`src/sv/tdq_pkg.sv`:
```
// Shared types and constants for the timer deadline queue.
package tdq_pkg;

    // Field widths
    localparam int CMD_W      = 2;
    localparam int TIME_W     = 32;
    localparam int MS_W       = 24;
    localparam int HANDLE_W   = 4;
    localparam int KIND_W     = 3;

    // At most this many slots fire on one tick
    localparam int MAX_FIRE   = 16;
    localparam int FIRE_IDX_W = 4;
    localparam int FIRE_CNT_W = 5;

    // Command codes
    localparam logic [CMD_W-1:0] CMD_ADD_ONESHOT  = 2'd0;
    localparam logic [CMD_W-1:0] CMD_ADD_PERIODIC = 2'd1;
    localparam logic [CMD_W-1:0] CMD_STOP         = 2'd2;
    localparam logic [CMD_W-1:0] CMD_TICK         = 2'd3;

    // Result kinds
    localparam logic [KIND_W-1:0] KIND_ADDED    = 3'd0;
    localparam logic [KIND_W-1:0] KIND_FULL     = 3'd1;
    localparam logic [KIND_W-1:0] KIND_STOPPED  = 3'd2;
    localparam logic [KIND_W-1:0] KIND_FIRED    = 3'd3;
    localparam logic [KIND_W-1:0] KIND_NONE     = 3'd4;

    // Where a single result takes its handle from
    typedef enum logic [1:0] {
        HS_ZERO,
        HS_SCAN,
        HS_TARGET
    } t_hsel;

    // Controller to datapath commands
    typedef struct packed {
        logic              load;
        logic              scan_start;
        logic              scan_stop;
        logic              addr_target;
        logic              buf_clear;
        logic              sort_en;
        logic              min_clear;
        logic              min_en;
        logic              wr_add;
        logic              wr_stop;
        logic              wr_apply;
        logic              bi_clear;
        logic              bi_inc;
        logic              res_set;
        logic [KIND_W-1:0] res_kind;
        t_hsel             res_hsel;
        logic              out_load;
    } t_ctl;

    // Datapath to controller status
    typedef struct packed {
        logic found_free;
        logic scan_last;
        logic buf_empty;
        logic bi_last;
        logic out_free;
        logic out_last;
    } t_sts;

endpackage

```
`src/sv/tdq_datapath.sv`:
```
// Slot table, scan engine, fire sort buffer, minimum tracker and result register.
module tdq_datapath #(
    parameter int SLOT_COUNT = 16
) (
    input  logic                            i_clk,
    input  logic                            i_rst_n,
    input  tdq_pkg::t_ctl                   i_ctl,
    output tdq_pkg::t_sts                   o_sts,
    input  logic [tdq_pkg::CMD_W-1:0]       i_command,
    input  logic [tdq_pkg::TIME_W-1:0]      i_current_time,
    input  logic [tdq_pkg::MS_W-1:0]        i_offset_ms,
    input  logic [tdq_pkg::MS_W-1:0]        i_period_ms,
    input  logic [tdq_pkg::HANDLE_W-1:0]    i_target_handle,
    input  logic                            i_ready,
    output logic                            o_valid,
    output logic [tdq_pkg::KIND_W-1:0]      o_kind,
    output logic [tdq_pkg::HANDLE_W-1:0]    o_handle,
    output logic [tdq_pkg::TIME_W-1:0]      o_next_deadline,
    output logic                            o_next_valid,
    output logic                            o_last
);
    import tdq_pkg::*;

    localparam int AW = (SLOT_COUNT > 1) ? $clog2(SLOT_COUNT) : 1;
    localparam logic [AW-1:0] LAST_SLOT = AW'(SLOT_COUNT - 1);
    localparam logic [AW+HANDLE_W-1:0] SLOT_LIMIT = (AW+HANDLE_W)'(SLOT_COUNT);

    // Captured request
    logic [CMD_W-1:0]    r_cmd;
    logic [TIME_W-1:0]   r_now;
    logic [MS_W-1:0]     r_ofs;
    logic [MS_W-1:0]     r_per;
    logic [HANDLE_W-1:0] r_tgt;

    always_ff @(posedge i_clk) begin
        if (i_ctl.load) begin
            r_cmd <= i_command;
            r_now <= i_current_time;
            r_ofs <= i_offset_ms;
            r_per <= i_period_ms;
            r_tgt <= i_target_handle;
        end
    end

    // Slot storage: used bits in flops, the rest in memories
    logic [SLOT_COUNT-1:0] r_used;
    logic [TIME_W-1:0]     r_mem_deadline [SLOT_COUNT];
    logic [MS_W-1:0]       r_mem_period   [SLOT_COUNT];
    logic                  r_mem_periodic [SLOT_COUNT];
    logic                  r_mem_stopped  [SLOT_COUNT];

    // Scan engine: one slot address per cycle, registered read
    logic [AW-1:0]     r_addr;
    logic              r_issue;
    logic              r_pv;
    logic [AW-1:0]     r_rd_addr;
    logic              r_rd_used;
    logic [TIME_W-1:0] r_rd_deadline;
    logic [MS_W-1:0]   r_rd_period;
    logic              r_rd_periodic;
    logic              r_rd_stopped;

    logic [AW+HANDLE_W-1:0] tgt_ext;
    logic [AW-1:0]          tgt_addr;
    logic                   tgt_ok;

    assign tgt_ext  = {{AW{1'b0}}, i_target_handle};
    assign tgt_addr = tgt_ext[AW-1:0];
    assign tgt_ok   = ({{AW{1'b0}}, r_tgt} < SLOT_LIMIT);

    always_ff @(posedge i_clk) begin
        if (!i_rst_n) begin
            r_addr  <= '0;
            r_issue <= 1'b0;
            r_pv    <= 1'b0;
        end else begin
            priority if (i_ctl.scan_start) begin
                r_addr  <= '0;
                r_issue <= 1'b1;
                r_pv    <= 1'b0;
            end else if (i_ctl.scan_stop) begin
                r_issue <= 1'b0;
                r_pv    <= 1'b0;
            end else if (i_ctl.addr_target) begin
                r_addr  <= tgt_addr;
                r_issue <= 1'b0;
                r_pv    <= 1'b0;
            end else begin
                r_pv <= r_issue;
                if (r_issue) begin
                    if (r_addr != LAST_SLOT) begin
                        r_addr <= r_addr + 1'b1;
                    end
                    r_issue <= (r_addr != LAST_SLOT);
                end
            end
        end
    end

    // Fire buffer: expired slots kept sorted by deadline, then slot
    logic [TIME_W-1:0]     r_buf_dl    [MAX_FIRE];
    logic [AW-1:0]         r_buf_h     [MAX_FIRE];
    logic                  r_buf_rearm [MAX_FIRE];
    logic [MS_W-1:0]       r_buf_per   [MAX_FIRE];
    logic [FIRE_CNT_W-1:0] r_cnt;
    logic [FIRE_IDX_W-1:0] r_bi;

    logic [TIME_W-1:0] n_buf_dl    [MAX_FIRE];
    logic [AW-1:0]     n_buf_h     [MAX_FIRE];
    logic              n_buf_rearm [MAX_FIRE];
    logic [MS_W-1:0]   n_buf_per   [MAX_FIRE];
    logic [MAX_FIRE-1:0] keep;
    logic              ins_en;
    logic              new_rearm;

    assign ins_en    = i_ctl.sort_en && r_pv && r_rd_used && (r_rd_deadline <= r_now);
    assign new_rearm = r_rd_periodic && !r_rd_stopped;

    // Each entry keeps, takes the new one, or shifts down from its neighbour
    always_comb begin
        for (int j = 0; j < MAX_FIRE; j++) begin
            keep[j] = (FIRE_CNT_W'(j) < r_cnt) && !(r_buf_dl[j] > r_rd_deadline);
        end
        for (int j = 0; j < MAX_FIRE; j++) begin
            if (keep[j]) begin
                n_buf_dl[j]    = r_buf_dl[j];
                n_buf_h[j]     = r_buf_h[j];
                n_buf_rearm[j] = r_buf_rearm[j];
                n_buf_per[j]   = r_buf_per[j];
            end else if (j == 0 || keep[(j == 0) ? 0 : j-1]) begin
                n_buf_dl[j]    = r_rd_deadline;
                n_buf_h[j]     = r_rd_addr;
                n_buf_rearm[j] = new_rearm;
                n_buf_per[j]   = r_rd_period;
            end else begin
                n_buf_dl[j]    = r_buf_dl[(j == 0) ? 0 : j-1];
                n_buf_h[j]     = r_buf_h[(j == 0) ? 0 : j-1];
                n_buf_rearm[j] = r_buf_rearm[(j == 0) ? 0 : j-1];
                n_buf_per[j]   = r_buf_per[(j == 0) ? 0 : j-1];
            end
        end
    end

    always_ff @(posedge i_clk) begin
        if (ins_en) begin
            r_buf_dl    <= n_buf_dl;
            r_buf_h     <= n_buf_h;
            r_buf_rearm <= n_buf_rearm;
            r_buf_per   <= n_buf_per;
        end
    end

    always_ff @(posedge i_clk) begin
        if (!i_rst_n) begin
            r_cnt <= '0;
            r_bi  <= '0;
        end else begin
            if (i_ctl.buf_clear) begin
                r_cnt <= '0;
            end else if (ins_en && r_cnt != FIRE_CNT_W'(MAX_FIRE)) begin
                r_cnt <= r_cnt + 1'b1;
            end
            if (i_ctl.bi_clear) begin
                r_bi <= '0;
            end else if (i_ctl.bi_inc) begin
                r_bi <= r_bi + 1'b1;
            end
        end
    end

    // Buffer entry at the current index
    logic [AW-1:0]     cur_h;
    logic              cur_rearm;
    logic [MS_W-1:0]   cur_per;
    logic              bi_last;

    assign cur_h     = r_buf_h[r_bi];
    assign cur_rearm = r_buf_rearm[r_bi];
    assign cur_per   = r_buf_per[r_bi];
    assign bi_last   = ({1'b0, r_bi} == (r_cnt - 1'b1));

    // Table write port
    logic [AW-1:0]     wa;
    logic [TIME_W-1:0] wdl;
    logic              dl_we;
    logic              stop_we;

    assign wa      = i_ctl.wr_apply ? cur_h : r_rd_addr;
    assign wdl     = i_ctl.wr_apply ? (r_now + TIME_W'(cur_per)) : (r_now + TIME_W'(r_ofs));
    assign dl_we   = i_ctl.wr_add || (i_ctl.wr_apply && cur_rearm);
    assign stop_we = i_ctl.wr_add || (i_ctl.wr_stop && r_rd_used && tgt_ok);

    always_ff @(posedge i_clk) begin
        if (dl_we) begin
            r_mem_deadline[wa] <= wdl;
        end
        if (i_ctl.wr_add) begin
            r_mem_period[wa]   <= (r_cmd == CMD_ADD_PERIODIC) ? r_per : '0;
            r_mem_periodic[wa] <= (r_cmd == CMD_ADD_PERIODIC);
        end
        if (stop_we) begin
            r_mem_stopped[wa] <= i_ctl.wr_stop;
        end
        r_rd_addr     <= r_addr;
        r_rd_used     <= r_used[r_addr];
        r_rd_deadline <= r_mem_deadline[r_addr];
        r_rd_period   <= r_mem_period[r_addr];
        r_rd_periodic <= r_mem_periodic[r_addr];
        r_rd_stopped  <= r_mem_stopped[r_addr];
    end

    always_ff @(posedge i_clk) begin
        if (!i_rst_n) begin
            r_used <= '0;
        end else if (i_ctl.wr_add) begin
            r_used[wa] <= 1'b1;
        end else if (i_ctl.wr_apply && !cur_rearm) begin
            r_used[wa] <= 1'b0;
        end
    end

    // Earliest pending deadline
    logic [TIME_W-1:0] r_best;
    logic              r_any;

    always_ff @(posedge i_clk) begin
        if (!i_rst_n) begin
            r_any  <= 1'b0;
            r_best <= '0;
        end else if (i_ctl.min_clear) begin
            r_any  <= 1'b0;
        end else if (i_ctl.min_en && r_pv && r_rd_used &&
                     (!r_any || r_rd_deadline < r_best)) begin
            r_any  <= 1'b1;
            r_best <= r_rd_deadline;
        end
    end

    // Single-result kind and handle
    logic [KIND_W-1:0]      r_res_kind;
    logic [HANDLE_W-1:0]    r_res_handle;
    logic [AW+HANDLE_W-1:0] scan_h_ext;
    logic [AW+HANDLE_W-1:0] buf_h_ext;

    assign scan_h_ext = {{HANDLE_W{1'b0}}, r_rd_addr};
    assign buf_h_ext  = {{HANDLE_W{1'b0}}, cur_h};

    always_ff @(posedge i_clk) begin
        if (i_ctl.res_set) begin
            r_res_kind <= i_ctl.res_kind;
            unique case (i_ctl.res_hsel)
                HS_SCAN:   r_res_handle <= scan_h_ext[HANDLE_W-1:0];
                HS_TARGET: r_res_handle <= r_tgt;
                default:   r_res_handle <= '0;
            endcase
        end
    end

    // Result register
    logic use_buf;
    logic out_last;
    logic r_out_valid;

    assign use_buf  = (r_cmd == CMD_TICK) && (r_cnt != '0);
    assign out_last = !use_buf || bi_last;

    always_ff @(posedge i_clk) begin
        if (!i_rst_n) begin
            r_out_valid <= 1'b0;
        end else if (i_ctl.out_load) begin
            r_out_valid <= 1'b1;
        end else if (i_ready) begin
            r_out_valid <= 1'b0;
        end
    end

    always_ff @(posedge i_clk) begin
        if (i_ctl.out_load) begin
            o_kind          <= use_buf ? KIND_FIRED : r_res_kind;
            o_handle        <= use_buf ? buf_h_ext[HANDLE_W-1:0] : r_res_handle;
            o_next_deadline <= r_any ? r_best : '0;
            o_next_valid    <= r_any;
            o_last          <= out_last;
        end
    end

    assign o_valid = r_out_valid;

    // Status back to the controller
    assign o_sts.found_free = r_pv && !r_rd_used;
    assign o_sts.scan_last  = r_pv && (r_rd_addr == LAST_SLOT);
    assign o_sts.buf_empty  = (r_cnt == '0);
    assign o_sts.bi_last    = bi_last;
    assign o_sts.out_free   = !r_out_valid || i_ready;
    assign o_sts.out_last   = out_last;

endmodule

```
`src/sv/tdq_ctrl.sv`:
```
// Sequencing state machine for the timer deadline queue.
module tdq_ctrl (
    input  logic                      i_clk,
    input  logic                      i_rst_n,
    input  logic                      i_valid,
    input  logic [tdq_pkg::CMD_W-1:0] i_command,
    input  tdq_pkg::t_sts             i_sts,
    output logic                      o_ready,
    output tdq_pkg::t_ctl             o_ctl
);
    import tdq_pkg::*;

    typedef enum logic [8:0] {
        S_IDLE      = 9'b000000001,
        S_FREE      = 9'b000000010,
        S_STOP_RD   = 9'b000000100,
        S_STOP_WR   = 9'b000001000,
        S_FIRE      = 9'b000010000,
        S_APPLY     = 9'b000100000,
        S_MIN_START = 9'b001000000,
        S_MIN       = 9'b010000000,
        S_OUT       = 9'b100000000
    } t_state;

    t_state r_state;
    t_state n_state;
    logic   accept;

    assign o_ready = (r_state == S_IDLE);
    assign accept  = i_valid && o_ready;

    // Next state and datapath commands
    always_comb begin
        n_state = r_state;
        o_ctl   = '0;
        unique case (r_state)
            S_IDLE: begin
                if (accept) begin
                    o_ctl.load = 1'b1;
                    unique case (i_command)
                        CMD_STOP: begin
                            o_ctl.addr_target = 1'b1;
                            n_state = S_STOP_RD;
                        end
                        CMD_TICK: begin
                            o_ctl.scan_start = 1'b1;
                            o_ctl.buf_clear  = 1'b1;
                            n_state = S_FIRE;
                        end
                        default: begin
                            o_ctl.scan_start = 1'b1;
                            n_state = S_FREE;
                        end
                    endcase
                end
            end
            // Lowest free slot; the scan stops at the first free slot or after the last one
            S_FREE: begin
                if (i_sts.found_free) begin
                    o_ctl.scan_stop = 1'b1;
                    o_ctl.wr_add    = 1'b1;
                    o_ctl.res_set   = 1'b1;
                    o_ctl.res_kind  = KIND_ADDED;
                    o_ctl.res_hsel  = HS_SCAN;
                    n_state = S_MIN_START;
                end else if (i_sts.scan_last) begin
                    o_ctl.scan_stop = 1'b1;
                    o_ctl.res_set   = 1'b1;
                    o_ctl.res_kind  = KIND_FULL;
                    o_ctl.res_hsel  = HS_ZERO;
                    n_state = S_MIN_START;
                end
            end
            // Target slot is being read
            S_STOP_RD: begin
                n_state = S_STOP_WR;
            end
            S_STOP_WR: begin
                o_ctl.wr_stop  = 1'b1;
                o_ctl.res_set  = 1'b1;
                o_ctl.res_kind = KIND_STOPPED;
                o_ctl.res_hsel = HS_TARGET;
                n_state = S_MIN_START;
            end
            // Collect expired slots in firing order
            S_FIRE: begin
                o_ctl.sort_en = 1'b1;
                if (i_sts.scan_last) begin
                    o_ctl.bi_clear = 1'b1;
                    n_state = S_APPLY;
                end
            end
            // Re-arm or free each fired slot
            S_APPLY: begin
                if (i_sts.buf_empty) begin
                    o_ctl.res_set  = 1'b1;
                    o_ctl.res_kind = KIND_NONE;
                    o_ctl.res_hsel = HS_ZERO;
                    n_state = S_MIN_START;
                end else begin
                    o_ctl.wr_apply = 1'b1;
                    o_ctl.bi_inc   = 1'b1;
                    if (i_sts.bi_last) begin
                        n_state = S_MIN_START;
                    end
                end
            end
            S_MIN_START: begin
                o_ctl.scan_start = 1'b1;
                o_ctl.min_clear  = 1'b1;
                o_ctl.bi_clear   = 1'b1;
                n_state = S_MIN;
            end
            S_MIN: begin
                o_ctl.min_en = 1'b1;
                if (i_sts.scan_last) begin
                    n_state = S_OUT;
                end
            end
            // Hand out the results one by one
            S_OUT: begin
                if (i_sts.out_free) begin
                    o_ctl.out_load = 1'b1;
                    o_ctl.bi_inc   = 1'b1;
                    if (i_sts.out_last) begin
                        n_state = S_IDLE;
                    end
                end
            end
            default: begin
                n_state = S_IDLE;
            end
        endcase
    end

    always_ff @(posedge i_clk) begin
        if (!i_rst_n) begin
            r_state <= S_IDLE;
        end else begin
            r_state <= n_state;
        end
    end

endmodule

```
`src/sv/timer_deadline_queue_core.sv`:
```
// Timer deadline queue: top level joining the controller and the datapath.
//
// Holds SLOT_COUNT timer slots. Add requests take the lowest free slot, stop
// requests mark a slot stopped, tick requests fire every expired slot,
// earliest deadline first (lower slot on a tie), at most 16 per tick; each
// request answers with one or more results, the final one flagged last, and
// all of them carry the earliest deadline still pending afterwards. The slot
// table sits behind one read and one write port and is walked one slot per
// cycle. A stop reads the target slot and then writes it; an add scans until
// it finds a free slot or reaches the last one; a tick scans the whole table
// for expired slots, then re-arms or frees each fired slot in turn. Every
// request then scans the whole table for the earliest pending deadline and
// presents its results one by one, each waiting while the output register is
// still held by a low i_ready.
// The next request is taken once the last result of the current one has been
// placed in the output register; that register may still be waiting to be
// taken at that point.
module timer_deadline_queue_core #(
    parameter int SLOT_COUNT = 16
) (
    input  logic                            i_clk,
    input  logic                            i_rst_n,
    input  logic                            i_valid,
    output logic                            o_ready,
    input  logic [tdq_pkg::CMD_W-1:0]       i_command,
    input  logic [tdq_pkg::TIME_W-1:0]      i_current_time,
    input  logic [tdq_pkg::MS_W-1:0]        i_offset_ms,
    input  logic [tdq_pkg::MS_W-1:0]        i_period_ms,
    input  logic [tdq_pkg::HANDLE_W-1:0]    i_target_handle,
    output logic                            o_valid,
    input  logic                            i_ready,
    output logic [tdq_pkg::KIND_W-1:0]      o_kind,
    output logic [tdq_pkg::HANDLE_W-1:0]    o_handle,
    output logic [tdq_pkg::TIME_W-1:0]      o_next_deadline,
    output logic                            o_next_valid,
    output logic                            o_last
);
    import tdq_pkg::*;

    t_ctl ctl;
    t_sts sts;

    tdq_ctrl u_ctrl (
        .i_clk     (i_clk),
        .i_rst_n   (i_rst_n),
        .i_valid   (i_valid),
        .i_command (i_command),
        .i_sts     (sts),
        .o_ready   (o_ready),
        .o_ctl     (ctl)
    );

    tdq_datapath #(
        .SLOT_COUNT (SLOT_COUNT)
    ) u_datapath (
        .i_clk           (i_clk),
        .i_rst_n         (i_rst_n),
        .i_ctl           (ctl),
        .o_sts           (sts),
        .i_command       (i_command),
        .i_current_time  (i_current_time),
        .i_offset_ms     (i_offset_ms),
        .i_period_ms     (i_period_ms),
        .i_target_handle (i_target_handle),
        .i_ready         (i_ready),
        .o_valid         (o_valid),
        .o_kind          (o_kind),
        .o_handle        (o_handle),
        .o_next_deadline (o_next_deadline),
        .o_next_valid    (o_next_valid),
        .o_last          (o_last)
    );

endmodule

```
`config.mk`:
```
export PLATFORM = sky130hd
export DESIGN_NAME = timer_deadline_queue_core
export DESIGN_NICKNAME = d
export VERILOG_FILES = /design/src/sv/tdq_pkg.sv /design/src/sv/tdq_datapath.sv /design/src/sv/tdq_ctrl.sv /design/src/sv/timer_deadline_queue_core.sv
export SDC_FILE = /design/constraint.sdc
export NUM_CORES = 2
export LEC_CHECK = 0
export ABC_AREA = 1
export BUFFER_PORTS_ARGS = -buffer_cell sky130_fd_sc_hd__buf_2
export CAP_MARGIN = 30
export CORE_ASPECT_RATIO = 1.1
export CORE_UTILIZATION = 25
export DETAILED_ROUTE_END_ITERATION = 7
export PLACE_DENSITY = 0.5
export RECOVER_POWER = 50
export SYNTH_ARGS = -nofsm -noshare
export SYNTH_HDL_FRONTEND = slang
export SYNTH_HIERARCHICAL = 1
export SYNTH_SLANG_ARGS = --single-unit
```
`constraint.sdc`:
```
create_clock -name i_clk -period 6.45 [get_ports i_clk]
set_input_delay 0.3225 -clock i_clk [delete_from_list [all_inputs] [get_ports i_clk]]
set_output_delay 0.3225 -clock i_clk [all_outputs]
set_load 0.03 [all_outputs]
```
==> impl_metrics.tcl <==
set metrics [dict create \
    p_per_area_mw_per_mm2 406 \
    wl_mm 387 \
    grt_overflow 0 \
    final_hold_viol_count 0 \
    drc 0 \
    ir_drop_uv 269 \
    coreArea_sq_mm 0.425 \
    rows 251 \
    cts_buffers 236 \
    fin_nets 11300 \
    max-clock-path-buffers 4 \
    syn_area_sq_mm 0.107 \
    slew_violations 1015 \
    cp_num_buf_inv 2 \
    die_w_microns 624 \
    place_area_sq_mm 0.115 \
    synth_ff_type "edfxtp_1" \
    start_util_pct 25.1 \
    cp.required_ps 7170 \
    rsz0062_at_grt "false" \
    hpwlAfterDp_mm 252 \
    start_kind "flop" \
    grt_pass1_wl_mm 552 \
    grt_pass1_vias 77600 \
    critPathKind "reg -> reg" \
    worst_slew_pin_slew_ps 3210 \
    drive_gt1_share_pct 6.84 \
    place_inst 16000 \
    synth_edf_count 2038 \
    status "finished with violations" \
    crit_path_max_incr_delay_ps 1390 \
    max_freq_mhz 173 \
    stdcell_count 16500 \
    period_share_pct 89.8 \
    critPathMaxFanout 40 \
    wl_per_cell_microns 23.4 \
    syn_inst 10500 \
    reg2regPathDepth 15 \
    hp-class "in -> reg" \
    avgSynthCellArea_sq_um 10.1 \
    yosysTopAreaCellShare_pct 57.4 \
    final_util_pct 28.9 \
    cp.arrival_ps 6510 \
    cp_slowest_cell "clkbuf_1" \
    firstDrtPassIters 6 \
    async_flop_share_pct 0 \
    skew_ps 121 \
    clkSinkCount 2175 \
    clockRootBuffer "clkbuf_16" \
    setup_tns_ps 0 \
    antenna_left 0 \
    clk_pin_slew_ps 60 \
    gp_congestion 0.886 \
    synth_warnings 6 \
    crit_top_cell "nand2_1" \
    grtUsageTotal_pct 17.4 \
    fin_area_sq_mm 0.123 \
    antenna_found_initial 20 \
    drv_cap 29 \
    postCtsSetupRepairBufs 0 \
    drtIter0Drc 7469 \
    htreeDepth 4 \
    holdPathStages 2 \
    cp-end-kind "flop" \
    total_leakage_power_uw 0.0463 \
    path_depth 15 \
    synth_top_area_cell "edfxtp_1" \
    area_delta_synth_final_pct 15.2 \
    yosys-top-cells-count "nand2_1, edfxtp_1, nand3_1" \
    period_needed_ps 5790 \
    die_h_microns 687 \
    dieArea_sq_mm 0.429 \
    via_per_inst 4.91 \
    yosys-top-cells-area "edfxtp_1, nand2_1, ha_1" \
    insertion_delay_ps 970 \
    port_buffers 132 \
    cts_tree "done" \
    relSlewSlack_pct -114 \
    cp_top_family "buffers and inverters" \
    ys_seq_area_share_pct 60.0 \
    setup_viol 0 \
    failed_checks "capacitance limit, slew limit" \
    crit_chain "clkbuf_1 > ha_1 > nor2_1 > nor2_1 > o21ai_0 > nand2_1 > o211ai_1 > nand2_1 > nand2_1 > nand2_1 > nand2_1 > nand2_1 > clkbuf_2 > nand3_1 > nand2_1" \
    synth_fp_nets 11200 \
    vias 81200 \
    synth_seq_cells 2175 \
    yosysMostFrequentCell "nand2_1" \
    grt_max_degree 147 \
    io_pins 133 \
    synth_cell_types 53 \
]
[per-stage QoR]
step | worst slack, ps | total power (uW) | hold WS, ps
after floorplan | 908 | 27800 | 352
after global placement | 959 | 35900 | 418
after detailed placement | 1020 | 36200 | 417
after CTS | 1030 | 50300 | 26.5
after global routing | 527 | 52000 | 75.8
final | 656 | 49800 | 103
[cells by family (layout without fill, tap and decap cells)]
logic type	Yosys count	after routing	share of synthesized area, %
adders and majority gates	607	607	7.14
and+or+nand+nor	4841	4841	18.8
DFF	2175	2175	60.0
xor gates and xnor gates	37	37	0.304
buffers and inverters	1065	1364	4.12
other	0	6	0
AOI/OAI and AO/OA	1803	1803	9.57
[sequential cells by signal, indices dropped and copies added (netlist names), 24 cells and up, named ones only]
signal / cells
u_datapath/r_ofs: 24
u_datapath/r_per: 24
u_datapath/r_buf_h: 64
u_datapath/r_rd_period: 24
u_datapath/r_buf_dl: 512
u_datapath/r_rd_deadline: 32
u_datapath/r_now: 32
u_datapath/r_buf_per: 384
u_datapath/r_mem_period: 384
u_datapath/r_best: 32
u_datapath/r_mem_deadline: 512
u_datapath/o_next_deadline: 32
[cell usage in the layout, fill, tap and decap left out, types with 47 or more instances in the layout]
cell,n
a21oi_1,382
a31oi_1,50
buf_2,47
buf_4,179
clkbuf_1,199
clkbuf_16,243
clkinv_2,49
dfxtp_1,134
dlygate4sd3_1,89
edfxtp_1,2038
ha_1,606
inv_1,389
nand2_1,2543
nand3_1,1118
nand4_1,51
nor2_1,983
o211ai_1,61
o21ai_0,903
o221ai_1,162
o22ai_1,171
[routing by layer]
layer,wire length (microns),part of all wire [%],GRT usage [%]
met5,46,0.012,0
met2,190000,49,30.4
met3,25600,6.6,2.63
met4,16000,4.1,6.72
met1,155000,40,21.4
[power by group]
| part | internal [uW] | switching, uW |
|---|---|---|
| Sequential | 17400 | 1100 |
| Combinational | 4110 | 13100 |
| Clock | 8130 | 5910 |
| Total | 29700 | 20100 |
[cell type report]
class	count	area, sq um
diodes	6	15.0
multi-input cells	7288	38600
clock inverters	132	1310
clock buffers	307	6570
flip-flops and latches	2175	64000
repair buffers	518	3660
fillers	44400	302000
inverters	407	1550
well taps	5692	7120
[worst reg2reg max path, stage by stage, from the launching register on]
cell and delay (ps):
dfxtp_1 790, clkbuf_1 1400, ha_1 350, nor2_1 50, nor2_1 70, o21ai_0 130, nand2_1 90, o211ai_1 90
nand2_1 70, nand2_1 40, nand2_1 50, nand2_1 50, nand2_1 1060, clkbuf_2 1050, nand3_1 220, nand2_1 130
[worst paths after layout]
check / start / endpoint / slack [ps]
worst max-delay path: u_datapath/r_rd_deadline[0] / u_datapath/r_buf_dl[382] / 660
worst min-delay path: i_period_ms[14] / u_datapath/r_per[14] / 100
worst max register to register: u_datapath/r_rd_deadline[0] / u_datapath/r_buf_dl[382] / 660
worst min register to register: u_datapath/r_addr[3] / u_datapath/r_rd_addr[3] / 420
[what timing repair did]
item	4_1_cts	5_1_grt
hold buffers	89	0
resized for setup	0	0
hold endpoints to repair	103	0
No activity file was read; power rests on OpenSTA's default activity.
